$ cat config.mk
export PLATFORM = sky130hd
export DESIGN_NAME = low_pulse_occupancy_meter
export DESIGN_NICKNAME = d
export VERILOG_FILES = /design/src/rtl/core/lpom_pkg.sv /design/src/rtl/core/low_pulse_occupancy_meter.sv /design/src/rtl/core/lpom_dp.sv /design/src/rtl/core/lpom_ctrl.sv
export SDC_FILE = /design/constraint.sdc
export NUM_CORES = 1
export LEC_CHECK = 0
export BUFFER_PORTS_ARGS = -buffer_cell sky130_fd_sc_hd__buf_4
export CAP_MARGIN = 20
export CELL_PAD_IN_SITES_DETAIL_PLACEMENT = 1
export CELL_PAD_IN_SITES_GLOBAL_PLACEMENT = 2
export CORE_AREA = 2 2 302 304
export CTS_CLUSTER_DIAMETER = 100
export CTS_CLUSTER_SIZE = 30
export DETAILED_ROUTE_END_ITERATION = 8
export DIE_AREA = 0 0 304 306
export PLACE_DENSITY_LB_ADDON = 0.1
export SLEW_MARGIN = 20
export SYNTH_ARGS = -nofsm -noshare
export SYNTH_HDL_FRONTEND = slang
export SYNTH_SLANG_ARGS = --single-unit
$ cat constraint.sdc
create_clock -name clk -period 8 [get_ports clk]
set_input_delay 1.6 -clock clk [delete_from_list [all_inputs] [get_ports clk]]
set_output_delay 1.6 -clock clk [all_outputs]
set_load 0.03 [all_outputs]
$ cat src/rtl/core/lpom_pkg.sv
// Shared types and constants for the low-pulse occupancy meter.
package lpom_pkg;

  localparam logic [1:0] KIND_PIN   = 2'd0;
  localparam logic [1:0] KIND_READ  = 2'd1;
  localparam logic [1:0] KIND_START = 2'd2;

  localparam int          NUM_W     = 42;
  localparam int          DIV_STEPS = NUM_W;
  localparam int          CNT_W     = $clog2(DIV_STEPS);
  localparam logic [9:0]  PPM_SCALE = 10'd1000;
  localparam logic [31:0] ALL_ONES  = 32'hFFFF_FFFF;
  localparam logic [2:0]  ADDR_ENABLE = 3'd0;

  typedef struct packed {
    logic [1:0]  kind;
    logic        channel;
    logic        level;
    logic [31:0] now_us;
    logic [31:0] now_ms;
  } in_word_t;

  typedef struct packed {
    logic        out_channel;
    logic [31:0] ratio_ppm;
    logic        saturated;
  } out_word_t;

  typedef enum logic [1:0] {
    ST_IDLE,
    ST_MUL,
    ST_DIV,
    ST_DONE
  } state_t;

  typedef struct packed {
    logic accept;
    logic load_short;
    logic mul;
    logic div_step;
    logic load_long;
  } cmd_t;

  typedef struct packed {
    logic is_read;
    logic long_read;
    logic div_last;
  } status_t;

endpackage

$ cat src/rtl/core/low_pulse_occupancy_meter.sv
// Top level of the low-pulse occupancy meter: config register, controller and datapath.
//
// Input words (in_valid/in_stall/in_data) are pin changes, read requests or
// start words. Pin changes, starts and disabled reads complete at the accept
// edge; a disabled or out-of-range read loads a zero result into the output
// register at that same edge.
// An enabled read runs from the accept edge through ST_MUL for the x1000
// multiply, ST_DIV for the restoring divider (one quotient bit per cycle)
// and ST_DONE, which loads the result once the output register is free. No
// new word is taken until the controller is back in ST_IDLE.
// Results leave through an output register (out_valid/out_stall/out_data).
// in_stall stays high for the whole read, and longer while a finished result
// waits for a stalled output register. While a result is stalled and no read
// is running, pin changes and starts are still taken; a read waits until the
// output register frees.
// Reset clears all channel timers, the enable bit and the output valid.
// enable lives at cfg byte address 0; the user must write it only while idle, the block does not enforce this.
module low_pulse_occupancy_meter #(
  parameter int NUM_CHANNELS = 2
) (
  input  logic                clk,
  input  logic                rst_n,
  input  logic                in_valid,
  output logic                in_stall,
  input  lpom_pkg::in_word_t  in_data,
  output logic                out_valid,
  input  logic                out_stall,
  output lpom_pkg::out_word_t out_data,
  input  logic                cfg_psel,
  input  logic                cfg_penable,
  input  logic                cfg_pwrite,
  input  logic [2:0]          cfg_paddr,
  input  logic [31:0]         cfg_pwdata,
  output logic [31:0]         cfg_prdata,
  output logic                cfg_pready
);

  logic              enable_r;
  lpom_pkg::cmd_t    cmd;
  lpom_pkg::status_t status;

  assign cfg_pready = 1'b1;
  assign cfg_prdata = (cfg_paddr[2] == lpom_pkg::ADDR_ENABLE[2]) ? {31'd0, enable_r} : 32'd0;

  always_ff @(posedge clk) begin
    if (!rst_n) begin
      enable_r <= 1'b0;
    end else if (cfg_psel && cfg_penable && cfg_pwrite && cfg_pready &&
                 (cfg_paddr[2] == lpom_pkg::ADDR_ENABLE[2])) begin
      enable_r <= cfg_pwdata[0];
    end
  end

  lpom_ctrl u_ctrl (
    .clk       (clk),
    .rst_n     (rst_n),
    .in_valid  (in_valid),
    .in_stall  (in_stall),
    .out_valid (out_valid),
    .out_stall (out_stall),
    .status    (status),
    .cmd       (cmd)
  );

  lpom_dp #(
    .NUM_CHANNELS (NUM_CHANNELS)
  ) u_dp (
    .clk      (clk),
    .rst_n    (rst_n),
    .enable   (enable_r),
    .in_data  (in_data),
    .cmd      (cmd),
    .status   (status),
    .out_data (out_data)
  );

endmodule

$ cat src/rtl/core/lpom_dp.sv
// Datapath: per-channel timers, scale multiply, restoring divider, result register.
module lpom_dp #(
  parameter int NUM_CHANNELS = 2
) (
  input  logic               clk,
  input  logic               rst_n,
  input  logic               enable,
  input  lpom_pkg::in_word_t in_data,
  input  lpom_pkg::cmd_t     cmd,
  output lpom_pkg::status_t  status,
  output lpom_pkg::out_word_t out_data
);

  localparam int CH_W = (NUM_CHANNELS > 1) ? $clog2(NUM_CHANNELS) : 1;

  logic [31:0] start_r [NUM_CHANNELS];
  logic [31:0] total_r [NUM_CHANNELS];
  logic [31:0] last_r  [NUM_CHANNELS];

  logic [31:0]              cap_r;
  logic [31:0]              den_r;
  logic                     ch_r;
  logic [lpom_pkg::NUM_W-1:0] num_r;
  logic [31:0]              rem_r;
  logic [lpom_pkg::CNT_W-1:0] cnt_r;
  lpom_pkg::out_word_t      out_r;

  logic [CH_W-1:0] idx;
  logic            ch_ok;
  logic            long_read;
  logic [32:0]     rem_sh;
  logic            ge;
  logic [32:0]     rem_sub;
  logic            sat;

  assign idx       = CH_W'(in_data.channel);
  assign ch_ok     = (32'(in_data.channel) < NUM_CHANNELS);
  assign long_read = (in_data.kind == lpom_pkg::KIND_READ) && enable && ch_ok;

  assign status.is_read   = (in_data.kind == lpom_pkg::KIND_READ);
  assign status.long_read = long_read;
  assign status.div_last  = (cnt_r == lpom_pkg::CNT_W'(lpom_pkg::DIV_STEPS - 1));

  assign rem_sh  = {rem_r, num_r[lpom_pkg::NUM_W-1]};
  assign ge      = (rem_sh >= {1'b0, den_r});
  assign rem_sub = rem_sh - {1'b0, den_r};
  assign sat     = (den_r == 32'd0) || (|num_r[lpom_pkg::NUM_W-1:32]);

  always_ff @(posedge clk) begin
    if (!rst_n) begin
      for (int i = 0; i < NUM_CHANNELS; i++) begin
        start_r[i] <= 32'd0;
        total_r[i] <= 32'd0;
        last_r[i]  <= 32'd0;
      end
    end else if (cmd.accept) begin
      case (in_data.kind)
        lpom_pkg::KIND_PIN: begin
          if (ch_ok) begin
            if (!in_data.level) begin
              start_r[idx] <= in_data.now_us;
            end else begin
              total_r[idx] <= total_r[idx] + (in_data.now_us - start_r[idx]);
            end
          end
        end
        lpom_pkg::KIND_START: begin
          for (int i = 0; i < NUM_CHANNELS; i++) begin
            total_r[i] <= 32'd0;
            last_r[i]  <= in_data.now_ms;
          end
        end
        lpom_pkg::KIND_READ: begin
          if (long_read) begin
            total_r[idx] <= 32'd0;
            last_r[idx]  <= in_data.now_ms;
          end
        end
        default: begin
        end
      endcase
    end
  end

  always_ff @(posedge clk) begin
    if (cmd.accept && long_read) begin
      cap_r <= total_r[idx];
      den_r <= in_data.now_ms - last_r[idx];
      ch_r  <= in_data.channel;
    end
    if (cmd.mul) begin
      num_r <= lpom_pkg::NUM_W'(cap_r) * lpom_pkg::NUM_W'(lpom_pkg::PPM_SCALE);
      rem_r <= 32'd0;
      cnt_r <= '0;
    end else if (cmd.div_step) begin
      num_r <= {num_r[lpom_pkg::NUM_W-2:0], ge};
      rem_r <= ge ? rem_sub[31:0] : rem_sh[31:0];
      cnt_r <= cnt_r + lpom_pkg::CNT_W'(1);
    end
    if (cmd.load_short) begin
      out_r.out_channel <= in_data.channel;
      out_r.ratio_ppm   <= 32'd0;
      out_r.saturated   <= 1'b0;
    end else if (cmd.load_long) begin
      out_r.out_channel <= ch_r;
      out_r.ratio_ppm   <= sat ? lpom_pkg::ALL_ONES : num_r[31:0];
      out_r.saturated   <= sat;
    end
  end

  assign out_data = out_r;

endmodule

$ cat src/rtl/core/lpom_ctrl.sv
// Controller: sequences accept, multiply, divide and result load; owns the word handshakes.
module lpom_ctrl (
  input  logic              clk,
  input  logic              rst_n,
  input  logic              in_valid,
  output logic              in_stall,
  output logic              out_valid,
  input  logic              out_stall,
  input  lpom_pkg::status_t status,
  output lpom_pkg::cmd_t    cmd
);

  lpom_pkg::state_t state_r, state_nxt;
  logic out_valid_r, out_valid_nxt;
  logic out_free;
  logic accept;

  assign out_free = !out_valid_r || !out_stall;
  assign in_stall = (state_r != lpom_pkg::ST_IDLE) || (status.is_read && !out_free);
  assign accept   = in_valid && !in_stall;

  always_comb begin
    state_nxt = state_r;
    case (state_r)
      lpom_pkg::ST_IDLE: if (accept && status.long_read) state_nxt = lpom_pkg::ST_MUL;
      lpom_pkg::ST_MUL:  state_nxt = lpom_pkg::ST_DIV;
      lpom_pkg::ST_DIV:  if (status.div_last) state_nxt = lpom_pkg::ST_DONE;
      lpom_pkg::ST_DONE: if (out_free) state_nxt = lpom_pkg::ST_IDLE;
      default:           state_nxt = lpom_pkg::ST_IDLE;
    endcase
  end

  always_comb begin
    cmd            = '0;
    cmd.accept     = accept;
    cmd.load_short = accept && status.is_read && !status.long_read;
    case (state_r)
      lpom_pkg::ST_MUL:  cmd.mul = 1'b1;
      lpom_pkg::ST_DIV:  cmd.div_step = 1'b1;
      lpom_pkg::ST_DONE: cmd.load_long = out_free;
      default: begin
      end
    endcase
  end

  always_comb begin
    out_valid_nxt = out_valid_r;
    if (cmd.load_short || cmd.load_long) begin
      out_valid_nxt = 1'b1;
    end else if (out_valid_r && !out_stall) begin
      out_valid_nxt = 1'b0;
    end
  end

  always_ff @(posedge clk) begin
    if (!rst_n) begin
      state_r     <= lpom_pkg::ST_IDLE;
      out_valid_r <= 1'b0;
    end else begin
      state_r     <= state_nxt;
      out_valid_r <= out_valid_nxt;
    end
  end

  assign out_valid = out_valid_r;

endmodule

==> results.toml <==
[sta]
report.final.setup_viol = 0
rsz0062_at_grt = "no"
maxSlewViolCount = 0
fin_crit_sh = 0.747
max_slew.worst_pin.slew_ns = 0.955
period_needed_ns = 5.98
max-slew-margin-rel = 0.361
tns_ns = 0
clock.fmax_mhz = 167
finalHoldViolCount = 0
fin_skew_ns = 0.0484
whs_ns = 0.495

[layout]
nNetsFinal = 3088
layout_common_cells = "inv_1 (342), edfxtp_1 (297), ha_1 (184)"
finalNonFillerCells = 3835
nFillCells = 9993
finalInstanceArea_um2 = 29800
seqCellArea_um2 = 10500
syn_to_final_growth_pct = 11.3
layout-drive-gt1-share = 0.104
layout_commonest_cell = "inv_1"
n_antenna_cell = 0
final_util = 0.333
multi_input_area_um2 = 14500

[logic_synthesis]
synth-edff-count = 297
ys_seq_area_frac = 0.391
synth_ff_type = "edfxtp_1"
ys_ff_latch = 375
ys_types = 77
syn_inst = 2578
avgSynthCellArea_um2 = 10.4
async_flop_share = 0
ys.warnings.count = 0
synthesis.area_um2 = 26800

[setup_path]
required_ns = 8.39
cp_num_buf_inv = 2
crit_start = "u_dp.cap_r[0]$_DFFE_PP_"
cpPeakStageDelay_ns = 0.60
crit_chain = "fa_1 > fa_1 > inv_1 > fa_1 > fa_1 > inv_1 > ha_1 > a211oi_1 > o21ai_0 > a32oi_1 > a31oi_1 > a221oi_2 > nor3b_1 > a2111oi_1 > xor2_1 > o21ai_0"
cpMostUsedCell = "fa_1"
startpoint_type = "flop"
cp_top_family = "compound AO/OA/AOI/OAI gates"
criticalPathCategory = "reg2reg"
path_max_fanout = 5
r2r_start = "u_dp.cap_r[0]$_DFFE_PP_"
critPathArrivalTime_ns = 6.36
slowest_stage = "fa_1"
end_kind = "flop"

[global_routing]
grt-ovfl-total = 0
antenna_found_initial = 0
grt_max_degree = 77
grt_util_all_layers = 0.155
first_global_vias = 19700
grt_pass1_wl_um = 116000

[placement]
io_buffers = 113
dp_cells = 3788
dp_hpwl_um = 55400
routabilityCongestion = 0.817
placed_cell_area_um2 = 28800

[clock_tree]
postCtsResizedCells = 0
clk_latency_ns = 0.63
ctsHoldBuffers = 0
path_clk_slew_ns = 0.12
cts_made_buffers = 26
cts.sinks = 375
cts_max_path_buffers = 3
postCtsSetupRepairBufs = 0
cts_tree = "done"
cts-htree-levels = 1
clockRootBuffer = "clkbuf_16"

[routing]
drtIter0Drc = 871
wirelength_um = 72500
firstDrtPassIters = 5
drcViolationCount = 0
drtAntennaViolNets = 0
wl_per_cell_um = 18.9
dr_total_vias = 18500
via_per_inst = 4.83

[power]
ir_drop_mv = 0.167
seqPwrFrac = 0.423
power_leakage_nw = 13.0
p_int_mw = 3.62
powerDensity_nw_per_um2 = 187
clockPowerShare = 0.287
p_sw_mw = 1.94
netSwitchingFraction = 0.349
combPwrFrac = 0.290

[die]
io_pins = 179
start_util = 0.299
core_region_area_um2 = 89600
die_h_um = 306
num_rows = 110
die_area_um2 = 93000
die_w_um = 304

[run]
cap_violations = 0

[worst_hold_path]
min-delay-start = "u_dp.rem_r[25]$_SDFFE_PP0P_"
min_path_type = "reg2reg"

[run_status]
status = "complete, no violations"
layer usage:
layer  routed length (um)  vias up  global-route usage
met5                    0        -                   0
met2                30900      202               0.238
met4                 1050        0              0.0246
met1                39000     9229               0.238
met3                 1600       48              0.0148
li1                     -     9055                   -
logic make-up after synthesis:
group / synth area share
buffers and inverters: 0.0725
xor gates and xnor gates: 0.0383
and+or+nand+nor: 0.117
adders and majority gates: 0.200
AOI/OAI and AO/OA: 0.136
muxes: 0.0438
other: 0.000280
DFF: 0.391
path summary, 6_finish.rpt:
check / end / slack, ns / cells after the start
setup / recovery: u_dp.num_r[40]$_DFFE_PP_ / 2.02 / 16
hold / removal: u_dp.rem_r[25]$_SDFFE_PP0P_ / 0.49 / 2
setup reg to reg: u_dp.num_r[40]$_DFFE_PP_ / 2.02 / 16
hold reg to reg: u_dp.rem_r[25]$_SDFFE_PP0P_ / 0.49 / 2
through the flow:
stage	setup WS [ns]	total power, mW
floorplan	1.14	3.56
global placement	1.56	4.00
detailed placement	1.56	4.02
CTS	1.98	5.65
global route	1.61	5.91
finish	2.02	5.56
Yosys cell counts, types with 32 or more instances:
library cell	count	area (um2)
xor2_1	44	385
nor2b_1	46	288
buf_4	32	240
and2_1	45	282
mux2_2	34	383
xnor2_1	73	639
mux2i_1	79	791
and3_1	77	482
o21ai_0	106	531
clkbuf_1	86	323
nand2_1	154	578
dfxtp_1	78	1560
fa_1	151	3020
a21oi_1	134	671
ha_1	187	2340
a21o_1	70	526
o221a_2	32	360
nor2_1	164	616
inv_1	342	1280
edfxtp_1	297	8920
worst reg2reg max path: cells and delay by family (launching register included):
family	cells	cell delay, ns
xor gates and xnor gates	1	0.23
AOI/OAI and AO/OA	7	2.39
adders and majority gates	5	2.36
and+or+nand+nor	1	0.12
DFF	1	0.54
buffers and inverters	2	0.09
registers in the layout, indices dropped and copies added (netlist names):
name / count
u_dp.out_data: 34
enable_r: 1
u_dp.cnt_r: 6
u_dp.rem_r: 32
u_dp.den_r: 32
u_dp.total_r: 64
u_dp.ch_r: 1
u_dp.cap_r: 32
u_dp.last_r: 64
u_ctrl.out_valid: 1
u_ctrl.state_r: 2
u_dp.start_r: 64
u_dp.num_r: 42
power groups by stage:
stage | combinational, mW | clock [mW] | sequential (mW)
after floorplan | 1.19 | 0 | 2.38
after global placement | 1.60 | 0 | 2.40
after detailed placement | 1.62 | 0 | 2.40
after CTS | 1.63 | 1.66 | 2.36
after global routing | 1.82 | 1.72 | 2.37
final | 1.61 | 1.60 | 2.35
area by class of cell:
cell class	instances	share of cell area
inverter	342	0.0431
multi-input combinational	1759	0.488
clock buffer	28	0.0224
clock inverter	19	0.0112
sequential	375	0.352
tap	1176	0.0494
timing repair buffer	136	0.0344
Note: power is estimated with default switching activity, not from simulation.
